<file path="config.mk">
export PLATFORM = sky130hd
export DESIGN_NAME = echo_ranging_median
export DESIGN_NICKNAME = d
export VERILOG_FILES = /design/src/rtl/erm_pkg.sv /design/src/rtl/erm_front.sv /design/src/rtl/erm_cmdq.sv /design/src/rtl/erm_back.sv /design/src/rtl/echo_ranging_median.sv
export SDC_FILE = /design/constraint.sdc
export NUM_CORES = 1
export LEC_CHECK = 0
export BUFFER_PORTS_ARGS = -buffer_cell sky130_fd_sc_hd__buf_2
export CORE_MARGIN = 1
export CORE_UTILIZATION = 55
export DETAILED_ROUTE_END_ITERATION = 6
export GPL_TIMING_DRIVEN = 0
export PLACE_DENSITY = 0.83
export SLEW_MARGIN = 20
export SYNTH_ARGS = -nofsm -noshare
export SYNTH_HDL_FRONTEND = slang
export SYNTH_SLANG_ARGS = --single-unit
</file>
<file path="constraint.sdc">
create_clock -name clk -period 19.52 [get_ports clk]
set_clock_uncertainty 0.15 [all_clocks]
set_input_delay 0 -clock clk [delete_from_list [all_inputs] [get_ports clk]]
set_output_delay 0 -clock clk [all_outputs]
set_load 0.1 [all_outputs]
</file>
<file path="src/rtl/erm_pkg.sv">
`timescale 1ns / 1ps
`default_nettype none
// ----------------------------------------------------------------------------
// erm_pkg
// Types and constants shared by the echo ranging median filter.
// ----------------------------------------------------------------------------
package erm_pkg;

  localparam int KIND_W     = 2;
  localparam int TS_W       = 32;
  localparam int DIST_W     = 18;
  localparam int ECHO_W     = 16;
  localparam int RANGE_W    = 10;
  localparam int SPB_W      = 4;
  localparam int CFG_IDX_W  = 2;
  localparam int CFG_DATA_W = 16;
  localparam int SCALE_W    = 11;
  localparam int PROD_W     = ECHO_W + SCALE_W;
  localparam int FRAC_W     = 8;

  localparam logic [SCALE_W-1:0] DIST_SCALE = 11'd1126;
  localparam logic [DIST_W-1:0]  MEDIAN_MAX = 18'd261888;

  localparam logic [KIND_W-1:0] KIND_RISE    = 2'd0;
  localparam logic [KIND_W-1:0] KIND_FALL    = 2'd1;
  localparam logic [KIND_W-1:0] KIND_TIMEOUT = 2'd2;

  localparam logic [CFG_IDX_W-1:0] CFG_SPB       = 2'd0;
  localparam logic [CFG_IDX_W-1:0] CFG_MAX_ECHO  = 2'd1;
  localparam logic [CFG_IDX_W-1:0] CFG_MAX_RANGE = 2'd2;

  localparam logic [SPB_W-1:0]   SPB_RESET       = 4'd5;
  localparam logic [ECHO_W-1:0]  MAX_ECHO_RESET  = 16'd30000;
  localparam logic [RANGE_W-1:0] MAX_RANGE_RESET = 10'd300;

  localparam logic OP_INSERT  = 1'b0;
  localparam logic OP_TIMEOUT = 1'b1;

  localparam int CMDQ_DEPTH = 4;
  localparam int CMDQ_AW    = 2;
  localparam int CMDQ_CW    = 3;

  typedef struct packed {
    logic              op;
    logic [DIST_W-1:0] distance;
  } cmd_t;

  typedef struct packed {
    logic [ECHO_W-1:0]  max_echo_us;
    logic [RANGE_W-1:0] max_range_cm;
  } cfg_t;

endpackage
`default_nettype wire

</file>
<file path="src/rtl/erm_front.sv">
`timescale 1ns / 1ps
`default_nettype none
// ----------------------------------------------------------------------------
// erm_front
// Accepts echo events, tracks the rise time and turns each falling edge into
// a clamped distance command; timeouts pass through as commands in order.
// ----------------------------------------------------------------------------
module erm_front (
  input  wire                                  clk,
  input  wire                                  rst_n,
  input  erm_pkg::cfg_t                        cfg,
  input  wire                                  in_push,
  output logic                                 in_full,
  input  wire  [erm_pkg::KIND_W-1:0]           in_kind,
  input  wire  [erm_pkg::TS_W-1:0]             in_timestamp_us,
  input  wire  [erm_pkg::CMDQ_CW-1:0]          q_count,
  output logic                                 q_push,
  output erm_pkg::cmd_t                        q_data
);
  import erm_pkg::*;

  logic [TS_W-1:0]    rise_r;
  logic               s1_v_r;
  logic               s1_op_r;
  logic [ECHO_W-1:0]  s1_width_r;
  logic               s2_v_r;
  logic               s2_op_r;
  logic [PROD_W-1:0]  s2_prod_r;

  logic               accept;
  logic [TS_W-1:0]    width_raw;
  logic [ECHO_W-1:0]  width_clamp;
  logic [CMDQ_CW:0]   used;
  logic [DIST_W:0]    dist_raw;
  logic [DIST_W-1:0]  limit;
  logic               s1_v_nxt;
  logic               s1_op_nxt;

  assign used    = {1'b0, q_count} + (CMDQ_CW+1)'(s1_v_r) + (CMDQ_CW+1)'(s2_v_r);
  assign in_full = (used >= (CMDQ_CW+1)'(CMDQ_DEPTH));
  assign accept  = in_push && !in_full;

  assign width_raw   = in_timestamp_us - rise_r;
  assign width_clamp = (width_raw > {{(TS_W-ECHO_W){1'b0}}, cfg.max_echo_us})
                       ? cfg.max_echo_us : width_raw[ECHO_W-1:0];

  always_comb begin
    s1_v_nxt  = 1'b0;
    s1_op_nxt = OP_INSERT;
    if (accept) begin
      case (in_kind)
        KIND_FALL: begin
          s1_v_nxt  = 1'b1;
          s1_op_nxt = OP_INSERT;
        end
        KIND_TIMEOUT: begin
          s1_v_nxt  = 1'b1;
          s1_op_nxt = OP_TIMEOUT;
        end
        default: begin
          s1_v_nxt  = 1'b0;
          s1_op_nxt = OP_INSERT;
        end
      endcase
    end
  end

  always_ff @(posedge clk) begin
    if (!rst_n) begin
      rise_r <= '0;
      s1_v_r <= 1'b0;
      s2_v_r <= 1'b0;
    end else begin
      if (accept && in_kind == KIND_RISE) begin
        rise_r <= in_timestamp_us;
      end
      s1_v_r <= s1_v_nxt;
      s2_v_r <= s1_v_r;
    end
  end

  always_ff @(posedge clk) begin
    s1_op_r    <= s1_op_nxt;
    s1_width_r <= width_clamp;
    s2_op_r    <= s1_op_r;
    s2_prod_r  <= PROD_W'(s1_width_r) * PROD_W'(DIST_SCALE);
  end

  // distance in 1/256 cm, clamped to the range limit
  assign dist_raw = s2_prod_r[PROD_W-1:FRAC_W];
  assign limit    = {cfg.max_range_cm, {FRAC_W{1'b0}}};

  assign q_push          = s2_v_r;
  assign q_data.op       = s2_op_r;
  assign q_data.distance = (dist_raw > {1'b0, limit}) ? limit : dist_raw[DIST_W-1:0];

endmodule
`default_nettype wire

</file>
<file path="src/rtl/erm_cmdq.sv">
`timescale 1ns / 1ps
`default_nettype none
// ----------------------------------------------------------------------------
// erm_cmdq
// Short command queue between the event front end and the sorter.
// ----------------------------------------------------------------------------
module erm_cmdq (
  input  wire                          clk,
  input  wire                          rst_n,
  input  wire                          push,
  input  erm_pkg::cmd_t                push_data,
  input  wire                          pop,
  output logic                         empty,
  output logic [erm_pkg::CMDQ_CW-1:0]  count,
  output erm_pkg::cmd_t                head
);
  import erm_pkg::*;

  cmd_t               mem_r [CMDQ_DEPTH];
  logic [CMDQ_AW-1:0] wr_ptr_r;
  logic [CMDQ_AW-1:0] rd_ptr_r;
  logic [CMDQ_CW-1:0] cnt_r;
  logic               do_pop;

  assign empty  = (cnt_r == '0);
  assign count  = cnt_r;
  assign head   = mem_r[rd_ptr_r];
  assign do_pop = pop && !empty;

  always_ff @(posedge clk) begin
    if (!rst_n) begin
      wr_ptr_r <= '0;
      rd_ptr_r <= '0;
      cnt_r    <= '0;
    end else begin
      if (push) begin
        wr_ptr_r <= wr_ptr_r + 1'b1;
      end
      if (do_pop) begin
        rd_ptr_r <= rd_ptr_r + 1'b1;
      end
      case ({push, do_pop})
        2'b10:   cnt_r <= cnt_r + 1'b1;
        2'b01:   cnt_r <= cnt_r - 1'b1;
        default: cnt_r <= cnt_r;
      endcase
    end
  end

  always_ff @(posedge clk) begin
    if (push) begin
      mem_r[wr_ptr_r] <= push_data;
    end
  end

endmodule
`default_nettype wire

</file>
<file path="src/rtl/erm_back.sv">
`timescale 1ns / 1ps
`default_nettype none
// ----------------------------------------------------------------------------
// erm_back
// Sorted insertion of distances, burst target tracking and result register.
// ----------------------------------------------------------------------------
module erm_back #(
  parameter int MAX_SAMPLES = 8
) (
  input  wire                            clk,
  input  wire                            rst_n,
  input  wire                            q_empty,
  input  erm_pkg::cmd_t                  q_head,
  output logic                           q_pop,
  input  wire                            spb_wr,
  input  wire  [erm_pkg::SPB_W-1:0]      spb_val,
  input  wire                            out_pop,
  output logic                           out_empty,
  output logic [erm_pkg::DIST_W-1:0]     out_median_distance,
  output logic                           out_no_echo
);
  import erm_pkg::*;

  localparam int CNT_W = $clog2(MAX_SAMPLES + 1);
  localparam int IDX_W = (MAX_SAMPLES > 1) ? $clog2(MAX_SAMPLES) : 1;
  localparam int EXT_W = (CNT_W > SPB_W) ? CNT_W : SPB_W;

  function automatic logic [CNT_W-1:0] eff_target(input logic [SPB_W-1:0] v);
    logic [EXT_W-1:0] e;
    e = EXT_W'(v);
    if (e == '0) e = EXT_W'(1);
    if (e > EXT_W'(MAX_SAMPLES)) e = EXT_W'(MAX_SAMPLES);
    return CNT_W'(e);
  endfunction

  logic [DIST_W-1:0] dist_r [MAX_SAMPLES];
  logic [DIST_W-1:0] ins    [MAX_SAMPLES];
  logic [MAX_SAMPLES-1:0] ge;
  logic [CNT_W-1:0]  cnt_r, cnt_nxt;
  logic [CNT_W-1:0]  tgt_r, tgt_nxt;
  logic              pend_r, pend_nxt;
  logic              out_v_r, out_v_nxt;
  logic [DIST_W-1:0] out_med_r;
  logic              out_ne_r;
  logic              take;
  logic              do_ins;
  logic              emit;
  logic [CNT_W-1:0]  tgt_half;
  // samples_per_burst as last written, used to rearm after each result
  logic [SPB_W-1:0]  spb_val_hold;

  assign take   = !q_empty && !pend_r;
  assign q_pop  = take;
  assign do_ins = take && q_head.op == OP_INSERT && cnt_r != CNT_W'(MAX_SAMPLES);
  assign emit   = pend_r && (!out_v_r || out_pop);
  assign tgt_half = tgt_r >> 1;

  // each entry keeps, takes the new value or shifts down by one
  for (genvar i = 0; i < MAX_SAMPLES; i++) begin : g_ins
    assign ge[i] = dist_r[i] >= q_head.distance;
    if (i == 0) begin : g_first
      always_comb begin
        if (cnt_r > CNT_W'(0) && ge[0]) begin
          ins[0] = dist_r[0];
        end else begin
          ins[0] = q_head.distance;
        end
      end
    end else begin : g_rest
      always_comb begin
        if (CNT_W'(i) < cnt_r && ge[i]) begin
          ins[i] = dist_r[i];
        end else if (CNT_W'(i) <= cnt_r) begin
          ins[i] = ge[i-1] ? q_head.distance : dist_r[i-1];
        end else begin
          ins[i] = dist_r[i];
        end
      end
    end
  end

  always_comb begin
    cnt_nxt   = cnt_r;
    tgt_nxt   = tgt_r;
    pend_nxt  = pend_r;
    out_v_nxt = out_v_r && !out_pop;
    if (take) begin
      if (q_head.op == OP_INSERT) begin
        if (do_ins) begin
          cnt_nxt = cnt_r + 1'b1;
        end
        pend_nxt = (cnt_nxt >= tgt_r);
      end else begin
        if (tgt_r != '0) begin
          tgt_nxt = tgt_r - 1'b1;
        end
        pend_nxt = (cnt_r >= tgt_nxt);
      end
    end
    if (emit) begin
      out_v_nxt = 1'b1;
      pend_nxt  = 1'b0;
      cnt_nxt   = '0;
      tgt_nxt   = eff_target(spb_val_hold);
    end
    if (spb_wr) begin
      cnt_nxt = '0;
      tgt_nxt = eff_target(spb_val);
    end
  end

  always_ff @(posedge clk) begin
    if (!rst_n) begin
      spb_val_hold <= SPB_RESET;
      cnt_r        <= '0;
      tgt_r        <= eff_target(SPB_RESET);
      pend_r       <= 1'b0;
      out_v_r      <= 1'b0;
    end else begin
      if (spb_wr) begin
        spb_val_hold <= spb_val;
      end
      cnt_r   <= cnt_nxt;
      tgt_r   <= tgt_nxt;
      pend_r  <= pend_nxt;
      out_v_r <= out_v_nxt;
    end
  end

  always_ff @(posedge clk) begin
    if (do_ins) begin
      for (int k = 0; k < MAX_SAMPLES; k++) begin
        dist_r[k] <= ins[k];
      end
    end
    if (emit) begin
      out_ne_r  <= (tgt_r == '0);
      out_med_r <= (tgt_r == '0) ? '0 : dist_r[tgt_half[IDX_W-1:0]];
    end
  end

  assign out_empty           = !out_v_r;
  assign out_median_distance = out_med_r;
  assign out_no_echo         = out_ne_r;

endmodule
`default_nettype wire

</file>
<file path="src/rtl/echo_ranging_median.sv">
`timescale 1ns / 1ps
`default_nettype none
// ----------------------------------------------------------------------------
// echo_ranging_median
// Median filter for an ultrasonic echo ranger: echo edges become distances,
// a burst of them is kept sorted and its median is reported.
// ----------------------------------------------------------------------------
//  channel   handshake             beat
//  in_       in_push / in_full     in_kind, in_timestamp_us
//  out_      out_pop / out_empty   out_median_distance, out_no_echo
//  cfg_      cfg_valid / cfg_ready cfg_index, cfg_data
//
//  front: events pass registers s1 and s2 to the queue, one per cycle while
//  in_full is low; back: one command per cycle from the queue while no
//  result is pending; the event that ends a burst loads the result register
//  from the sorted store; a waiting result holds the back end once the
//  next burst ends, the queue fills, in_full rises; cfg_ready is always high
//  rst_n is synchronous and clears control state only
// ----------------------------------------------------------------------------
module echo_ranging_median #(
  parameter int MAX_SAMPLES = 8
) (
  input  wire                                clk,
  input  wire                                rst_n,
  input  wire                                in_push,
  output logic                               in_full,
  input  wire  [erm_pkg::KIND_W-1:0]         in_kind,
  input  wire  [erm_pkg::TS_W-1:0]           in_timestamp_us,
  output logic                               out_empty,
  input  wire                                out_pop,
  output logic [erm_pkg::DIST_W-1:0]         out_median_distance,
  output logic                               out_no_echo,
  input  wire                                cfg_valid,
  output logic                               cfg_ready,
  input  wire  [erm_pkg::CFG_IDX_W-1:0]      cfg_index,
  input  wire  [erm_pkg::CFG_DATA_W-1:0]     cfg_data
);
  import erm_pkg::*;

  cfg_t               cfg_r;
  logic               cfg_we;
  logic               spb_wr;
  logic               q_push;
  cmd_t               q_data;
  logic               q_pop;
  logic               q_empty;
  logic [CMDQ_CW-1:0] q_count;
  cmd_t               q_head;

  assign cfg_ready = 1'b1;
  assign cfg_we    = cfg_valid && cfg_ready;
  assign spb_wr    = cfg_we && cfg_index == CFG_SPB;

  always_ff @(posedge clk) begin
    if (!rst_n) begin
      cfg_r.max_echo_us  <= MAX_ECHO_RESET;
      cfg_r.max_range_cm <= MAX_RANGE_RESET;
    end else if (cfg_we) begin
      case (cfg_index)
        CFG_MAX_ECHO:  cfg_r.max_echo_us  <= cfg_data[ECHO_W-1:0];
        CFG_MAX_RANGE: cfg_r.max_range_cm <= cfg_data[RANGE_W-1:0];
        default:       cfg_r <= cfg_r;
      endcase
    end
  end

  erm_front u_front (
    .clk             (clk),
    .rst_n           (rst_n),
    .cfg             (cfg_r),
    .in_push         (in_push),
    .in_full         (in_full),
    .in_kind         (in_kind),
    .in_timestamp_us (in_timestamp_us),
    .q_count         (q_count),
    .q_push          (q_push),
    .q_data          (q_data)
  );

  erm_cmdq u_cmdq (
    .clk       (clk),
    .rst_n     (rst_n),
    .push      (q_push),
    .push_data (q_data),
    .pop       (q_pop),
    .empty     (q_empty),
    .count     (q_count),
    .head      (q_head)
  );

  erm_back #(
    .MAX_SAMPLES (MAX_SAMPLES)
  ) u_back (
    .clk                 (clk),
    .rst_n               (rst_n),
    .q_empty             (q_empty),
    .q_head              (q_head),
    .q_pop               (q_pop),
    .spb_wr              (spb_wr),
    .spb_val             (cfg_data[SPB_W-1:0]),
    .out_pop             (out_pop),
    .out_empty           (out_empty),
    .out_median_distance (out_median_distance),
    .out_no_echo         (out_no_echo)
  );

endmodule
`default_nettype wire

</file>
# ---- Word level (Yosys, flattened, before mapping)
# Memories as Yosys holds them, arrays and structs flattened. A register that Yosys moved wholly into a read port is not among the register bits.
# Index checks and enable logic that the tools add are counted.
dict set report classes {
  n_addsub 9
  multipliers 1
  div 0
  n_lt_le_gt_ge 30
  n_eq_ne 7
  shifts 0
  n_mux 51
  n_bitwise 2
  n_reduce_logical 41
}
# op n
set op_table {}
lappend op_table {{$mux 18} 23}
lappend op_table {{$ge 18x18->1} 8}
lappend op_table {{$mux 4} 16}
lappend op_table {{$gt 32x16->1} 1}
lappend op_table {{$sub 32x32->32} 1}
lappend op_table {{$mul 16x10->26 const B} 1}
lappend op_table {{$gt 19x18->1} 1}
lappend op_table {{$logic_and 1x1->1} 17}
lappend op_table {{$le 3x4->1 const A} 4}
lappend op_table {{$lt 3x4->1 const A} 4}
lappend op_table {{$mux 16} 1}
lappend op_table {{$logic_not 4->1} 3}
lappend op_table {{$reduce_and 2->1} 5}
lappend op_table {{$ge 4x4->1} 2}
lappend op_table {{$gt 4x4->1 const B} 2}
lappend op_table {{$le 2x4->1 const A} 2}
lappend op_table {{$lt 2x4->1 const A} 2}
lappend op_table {{$mux 1} 8}
lappend op_table {{$eq 2x1->1 const B} 3}
lappend op_table {{$eq 2x2->1 const B} 3}
lappend op_table {{$pmux 3 s2} 1}
lappend op_table {{$reduce_bool 3->1} 2}
lappend op_table {{$logic_not 1->1} 5}
lappend op_table {{$add 2x1->2 const B} 2}
lappend op_table {{other kinds (20)} 24}
dict set report totals {
  register_bits 126
  latchBits 0
  mem_bits_rw 220
  rom_bits 0
  out_inout_bits 22
  elab_cells 161
  memories 2
}
# memory words word_bits rd rd_ports_with_merged_regs write_ports line_no
set memory_table {}
lappend memory_table {u_back.dist_r 8 18 9 1 8 erm_back.sv:36} ;# logic [DIST_W-1:0] dist_r [MAX_SAMPLES];
lappend memory_table {u_cmdq.mem_r 4 19 1 1 1 erm_cmdq.sv:19} ;# cmd_t mem_r [CMDQ_DEPTH];

# ---- Logic depth before layout (Yosys ltp)
# Gate-level depths: netlist (run 1).
dict set report depth {
  depth_word 10
  depth_mapped 22
  ltp_nobuf 21
}

# ---- By module
# From an unflattened synthesis (run 1), not the netlist that was laid out.
dict set report unflattened {
  cells_unflattened 2134
  area_unflattened_um2 24086.9
}
# mod instances cells_each area_per_inst_um2 seq_area_each_um2
set by_module_without_submodules {}
lappend by_module_without_submodules {erm_back 1 971 11997.8 5175.0}
lappend by_module_without_submodules {erm_front 1 903 7686.1 1421.4}
lappend by_module_without_submodules {erm_cmdq 1 147 3248.1 2462.4}
lappend by_module_without_submodules {echo_ranging_median 1 113 1154.9 520.5}

# ---- Worst setup path before layout (run 1)
# No wires, ideal clock.
dict set report synth_timing {
  kind {register to register}
  from {register (tool-made name)}
  to {memory u_back.dist_r[1][0] (enable)}
  arrival_ns 5.655
  required_time_ns 18.949
  path_slack_ns 13.294
  stages_incl_launch_ff 17
  path_cell_list {dfxtp_1 -> clkbuf_1 -> buf_1 -> mux4_2 -> inv_1 -> ha_1 -> nor2b_1 -> o21ai_0 -> nand2b_1 -> a21oi_1 -> nor2b_1 -> o21ai_0 -> a21oi_1 -> a2111oi_0 -> o41ai_2 -> clkbuf_1 -> o31ai_1}
}
# item line_no
set synth_rtl {}
lappend synth_rtl {{end, declared} erm_back.sv:36}

==> results of run 1 <==
[final timing paths]
check | from | to | slack (ps)
worst max-delay path | register | u_back.dist_r[1][0] | 12590
worst min-delay path | cfg_data[10] | cfg_r[20] | 80
worst min register to register | u_front.s1_op_r | u_front.s2_op_r | 180
worst max register to register | register | u_back.dist_r[1][0] | 12590
[flip-flops by register name (all words and copies together), names as in the netlist, 2 cells and up, named ones only]
signal and count:
u_back.dist_r 144, u_back.out_median_distance 18, u_cmdq.wr_ptr_r 2, u_front.s1_width_r 16
u_back.tgt_r 4, cfg_r 26, u_cmdq.count 3, u_back.spb_val_hold 4
u_cmdq.mem_r 76, u_front.s2_prod_r 19, u_front.rise_r 32, u_back.cnt_r 4
u_cmdq.rd_ptr_r 2
[cell type report]
cell class / instances / area (um2)
repair buffers: 188 / 1490
multi-input cells: 1476 / 12600
well taps: 532 / 666
diodes: 1 / 2.50
flip-flops and latches: 359 / 9580
plain buffers: 67 / 263
clock buffers: 54 / 1130
fillers: 2993 / 14500
clock inverters: 20 / 220
inverters: 191 / 717
[power by group through the flow]
stage	combinational, uW	clock, uW	sequential, uW
2_1_floorplan	945	0	1070
3_3_place_gp	1260	0	1030
3_5_place_dp	1350	0	1030
4_1_cts	1380	789	1020
5_1_grt	1530	815	1030
6_report	1400	783	1020
[cell usage after synthesis, types with 30 or more instances]
| cell | n |
|---|---|
| a21o_1 | 52 |
| clkbuf_1 | 62 |
| inv_1 | 191 |
| edfxtp_1 | 239 |
| mux4_2 | 55 |
| ha_1 | 305 |
| nand2_1 | 230 |
| dfxtp_1 | 120 |
| a21boi_0 | 55 |
| o21ai_0 | 128 |
| mux2_2 | 75 |
| nor2_1 | 67 |
| nor2b_1 | 30 |
| a21oi_1 | 95 |
| fa_1 | 34 |
[worst max-delay path: stages, from the launching register on]
cell and delay, ps:
dfxtp_1 310, clkbuf_1 610, buf_1 750, mux4_2 690
inv_1 380, ha_1 330, nor2b_1 140, o21ai_0 150
nand2b_1 80, a21oi_1 140, nor2b_1 50, o21ai_0 200
a21oi_1 100, a2111oi_0 1130, o41ai_4 350, clkbuf_1 380
o31ai_4 420, buf_6 250
[metrics by stage]
stage	setup WS, ps	area (um2)	hold slack [ps]
6_report	12590	26600	80.5
4_1_cts	12660	26600	61.5
3_3_place_gp	11560	24100	96.7
5_1_grt	12120	26600	94.0
2_1_floorplan	13290	23100	-25.8
3_5_place_dp	12720	24200	105
[routing by layer]
layer  routed length [um]  GRT usage  vias to the layer above
met5                    0          0                        -
met1                22700      0.325                     8598
met3                 3290     0.0385                      153
met4                 2390      0.121                        0
li1                     -          -                     8122
met2                30500      0.504                      718
[logic make-up (layout without fill, tap and decap cells)]
group,Yosys count,in the layout
adders and majority gates,339,339
muxes,143,143
DFF,359,359
other,1,2
and+or+nand+nor,480,480
AOI/OAI and AO/OA,470,470
buffers and inverters,258,520
xor gates and xnor gates,43,43
[repair_timing]
action,in CTS,in global routing
hold buffers,103,0
hold endpoints to repair,94,0
buffers inserted,0,0
==> impl_metrics.yaml, run 1 <==
logic_synthesis:
  synth_fp_nets: 2489
  syn_area_um2: 23100
  synth.top_cell.area_share: 0.311
  synth-xor-area-share: 0.0163
  synthAdderAreaFrac: 0.195
  synth_area_leader_cell: "edfxtp_1"
  yosysWarnings: 0
  synthArstFlopShare: 0
  synth-main-ff-cell: "edfxtp_1"
  synth_compound_area_frac: 0.134
  syn_area_per_cell_um2: 11.0
  muxShareOfSynthArea: 0.0977
  synth_seq_cells: 359
  synth-edff-count: 239
  synth_top_family_by_area: "adder cells"
  synthCells: 2093
  synth-simple-area-share: 0.0991
  synth_sequential_area_ratio: 0.416
  yosysUniqueCellTypes: 75
  synth_area_leaders: "edfxtp_1 31%, ha_1 17%, dfxtp_1 10%, mux4_2 5.4%, nand2_1 3.7%"
global_route:
  antenna_found_initial: 0
  grt_pass1_wl_um: 92600
  grt-ovfl-total: 0
  grtUsageTotal: 0.277
  grt_max_degree: 22
  grt_pass1_vias: 17925
pwr:
  seq_power_share: 0.319
  p_sw_frac: 0.377
  p_comb_frac: 0.437
  intPower_uw: 2000
  power.density_nw_per_um2: 120
  p_switching_uw: 1210
  p_total_uw: 3200
  irDropWorstVdd_v: 0.0000748
  p_leak_uw: 0.0110
  p_clk_frac: 0.245
cts:
  clk_latency_ps: 570
  root_buffer: "clkbuf_16"
  clk_path_buf_depth: 3
  numCtsBuffers: 40
  cts_resized: 0
  clk_transition_reported_paths_ps: 60
  htreeDepth: 2
  cts_tree: "built"
  clkSinkCount: 359
layout:
  nets: 2719
  drive_above_1_share: 0.130
  layout_commonest_cell: "ha_1"
  utilization: 0.648
  syn_to_final_growth_pct: 15.6
  final_cells: 2888
  layout_common_cells: "305 x ha_1, 239 x edfxtp_1, 230 x nand2_1"
sta:
  slew_headroom: 0.0948
  max_freq_mhz: 144
  finalCritPeriodShare: 0.355
  worstMarginPinSlew_ps: 1320
  slew_viol_final: 0
  finalSetupViolCount: 0
  finalHoldViolCount: 0
  fin_tns_setup_ps: 0
  rsz0062_at_grt: "no"
  min_period_ps: 6930
critical_path:
  critPathRequiredTime_ps: 19650
  cp-end-kind: "register"
  cp_max_fo: 15
  crit_type: "reg -> reg"
  cp-start-kind: "register"
  critPathArrivalTime_ps: 7060
  reg2regPathDepth: 17
detailed_routing:
  drc_errors: 8
  drtPass1Iterations: 7
  vias: 17591
  drt_wl_total_um: 58900
  post_drt_via_cell_ratio: 6.09
  wl_per_cell_um: 20.4
  ant_nets: 0
  first_iter_violations: 1343
die:
  core_region_area_um2: 41100
  start_util: 0.561
  die_h_um: 207
  die_area_um2: 42700
  fp.dieW_um: 207
  ios: 79
  placementRows: 74
placed_design:
  dp.cells: 2710
  globalplace.congestion: 0.921
  placement.io_buffers: 76
  dp_hpwl_um: 42800
outcome:
  status: "finished with violations"
  violations: "design-rule violations"
min_path:
  hold_path_depth: 4
  holdCritPathClass: "in -> reg"
run:
  maxCapViolCount: 0
No activity file was read; power rests on OpenSTA's default activity.
==> run 2: changes to the inputs <==
--- a/config.mk
+++ b/config.mk
@@ -10,7 +10,7 @@
 export CORE_UTILIZATION = 55
 export DETAILED_ROUTE_END_ITERATION = 6
 export GPL_TIMING_DRIVEN = 0
-export PLACE_DENSITY = 0.83
+export PLACE_DENSITY = 0.86
 export SLEW_MARGIN = 20
 export SYNTH_ARGS = -nofsm -noshare
 export SYNTH_HDL_FRONTEND = slang
==> constraint.sdc (replaced) <==
create_clock -name clk -period 6.05 [get_ports clk]
set_clock_uncertainty 0.15 [all_clocks]
set_input_delay 0 -clock clk [delete_from_list [all_inputs] [get_ports clk]]
set_output_delay 0 -clock clk [all_outputs]
set_load 0.1 [all_outputs]
==> run 2 against run 1 <==
Compared with the run above: the run still ends with design-rule violations left; cell area about the same; maximum frequency up 22%; largest power group unchanged; largest cell class unchanged; combinational power rose to 3.2 times the previous value; register-to-register slack worse by 12000 ps.
==> impl_metrics.yaml, run 2 (same netlist as run 1, synthesis figures left out) <==
pwr:
  p_leak_uw: 0.0110
  irDropWorstVdd_v: 0.000227
  p_total_uw: 10400
  power.density_nw_per_um2: 388
critical_path:
  critPathArrivalTime_ps: 5820
  cp-start-kind: "register"
  crit_type: "reg -> reg"
  cp-end-kind: "register"
  critPathRequiredTime_ps: 6190
  cp_max_fo: 15
  r2r_end: "u_back.dist_r[0][0]"
  reg2regPathDepth: 17
  rrSetupSlack_ps: 370
die:
  die_h_um: 207
  start_util: 0.561
  ios: 79
  placementRows: 74
  die_area_um2: 42700
  core_region_area_um2: 41100
  fp.dieW_um: 207
layout:
  utilization: 0.648
  largest_reg_flops: 144
  top_regs: "u_back.dist_r: 144 flops, u_cmdq.mem_r: 76 flops, u_front.rise_r: 32 flops"
  final_cells: 2887
  fillers: 2839
  layout_common_cells: "305 x ha_1, 239 x edfxtp_1, 230 x nand2_1"
  nets: 2718
  largest-register: "u_back.dist_r"
  syn_to_final_growth_pct: 15.6
  multiInputGateArea_um2: 12600
  layout_commonest_cell: "ha_1"
  seqCellArea_um2: 9580
  drive_above_1_share: 0.134
sta:
  timing.hold.ws_ps: 63.1
  worstMarginPinSlew_ps: 1120
  finalSetupViolCount: 0
  min_period_ps: 5680
  slew_viol_final: 0
  rsz0062_at_grt: "no"
  finalCritPeriodShare: 0.938
  fin_tns_setup_ps: 0
  finalHoldViolCount: 0
  slew_headroom: 0.245
  max_freq_mhz: 176
detailed_routing:
  first_iter_violations: 1651
  drtPass1Iterations: 7
  drt_wl_total_um: 60000
  post_drt_via_cell_ratio: 6.23
  wl_per_cell_um: 20.8
  drc_errors: 8
  vias: 17993
  ant_nets: 0
cts:
  htreeDepth: 2
  cts_tree: "built"
  numCtsBuffers: 40
  clk_transition_reported_paths_ps: 60
  clkSinkCount: 359
  clk_path_buf_depth: 3
  clk_latency_ps: 590
  root_buffer: "clkbuf_16"
run:
  maxCapViolCount: 0
min_path:
  hold_path_depth: 4
  holdCritPathClass: "in -> reg"
  min-delay-start: "cfg_data[10]"
  worstHoldEndpoint: "cfg_r[20]"
placed_design:
  dp_hpwl_um: 42800
  globalplace.congestion: 0.946
  placement.io_buffers: 76
  dp.cells: 2710
global_route:
  grt_max_degree: 22
  grt_pass1_vias: 18543
  grt-ovfl-total: 0
  antenna_found_initial: 0
  grtUsageTotal: 0.282
  grt_pass1_wl_um: 94000
outcome:
  violations: "design-rule violations"
  status: "finished with violations"
run 2: cell count changes in the layout (fill, tap and decap cells not counted), sizes merged:
cell	previous run	this run
diode	1	2
clkbuf	116	114
clkinvlp	0	3
buf	90	89
dlygate4sd3	103	104
bufinv	4	2
clkinv	13	12
run 2: worst max path at each step:
stage | startpoint | end | slack (ps) | cells past startpoint
6_report | register | u_back.dist_r[0][0] | 370 | 17
2_1_floorplan | register | u_back.dist_r[0][0] | 190 | 16
4_1_cts | register | u_back.dist_r[2][9] | 110 | 17
3_5_place_dp | register | u_back.dist_r[0][1] | -700 | 17
5_1_grt | register | u_back.dist_r[0][13] | 110 | 17
3_3_place_gp | register | u_back.dist_r[4][0] | -1430 | 14
run 2: metrics by stage:
step,setup slack (ps),area (um2)
floorplan,191,23100
global placement,-1430,24100
detailed placement,-699,24200
CTS,109,26600
global route,111,26700
finish,372,26700
run 2: critical path: stages, from the launching register on:
cell and delay [ps]:
dfxtp_1 310, clkbuf_1 470, clkbuf_2 400, mux4_2 440, inv_1 380, ha_1 330, nor2b_1 140, o21a_1 160
o21a_1 170, o21a_1 170, o21ai_1 160, a211oi_1 100, o311a_1 350, a211oi_2 620, clkbuf_1 420, nor2_1 100
nor2_2 250, buf_6 230
run 2: layout make-up:
class / count / share of cell area
diodes: 2 / 0.000188
plain buffers: 65 / 0.00962
clock buffers: 53 / 0.0421
clock inverters: 20 / 0.00831
inverters: 191 / 0.0269
multi-input cells: 1476 / 0.472
flip-flops and latches: 359 / 0.359
well taps: 532 / 0.0250
repair buffers: 189 / 0.0564
run 2: per-layer routing:
metal	part of all wire	track usage	wire [um]
met2	0.51	0.509	30800
met4	0.053	0.150	3160
met1	0.36	0.318	21600
met3	0.074	0.0468	4440
met5	0	0	0
run 2: what timing repair did:
action | CTS | global route
hold buffers | 104 | 0
gates resized for setup | 7 | 5
endpoints found under the setup margin | 197 | 48
endpoints found under the hold margin | 94 | 0
buffers inserted | 0 | 0
run 2: power breakdown:
part / internal, uW / switching, uW
registers: 3130 / 192
logic: 1830 / 2710
clock network: 1420 / 1070
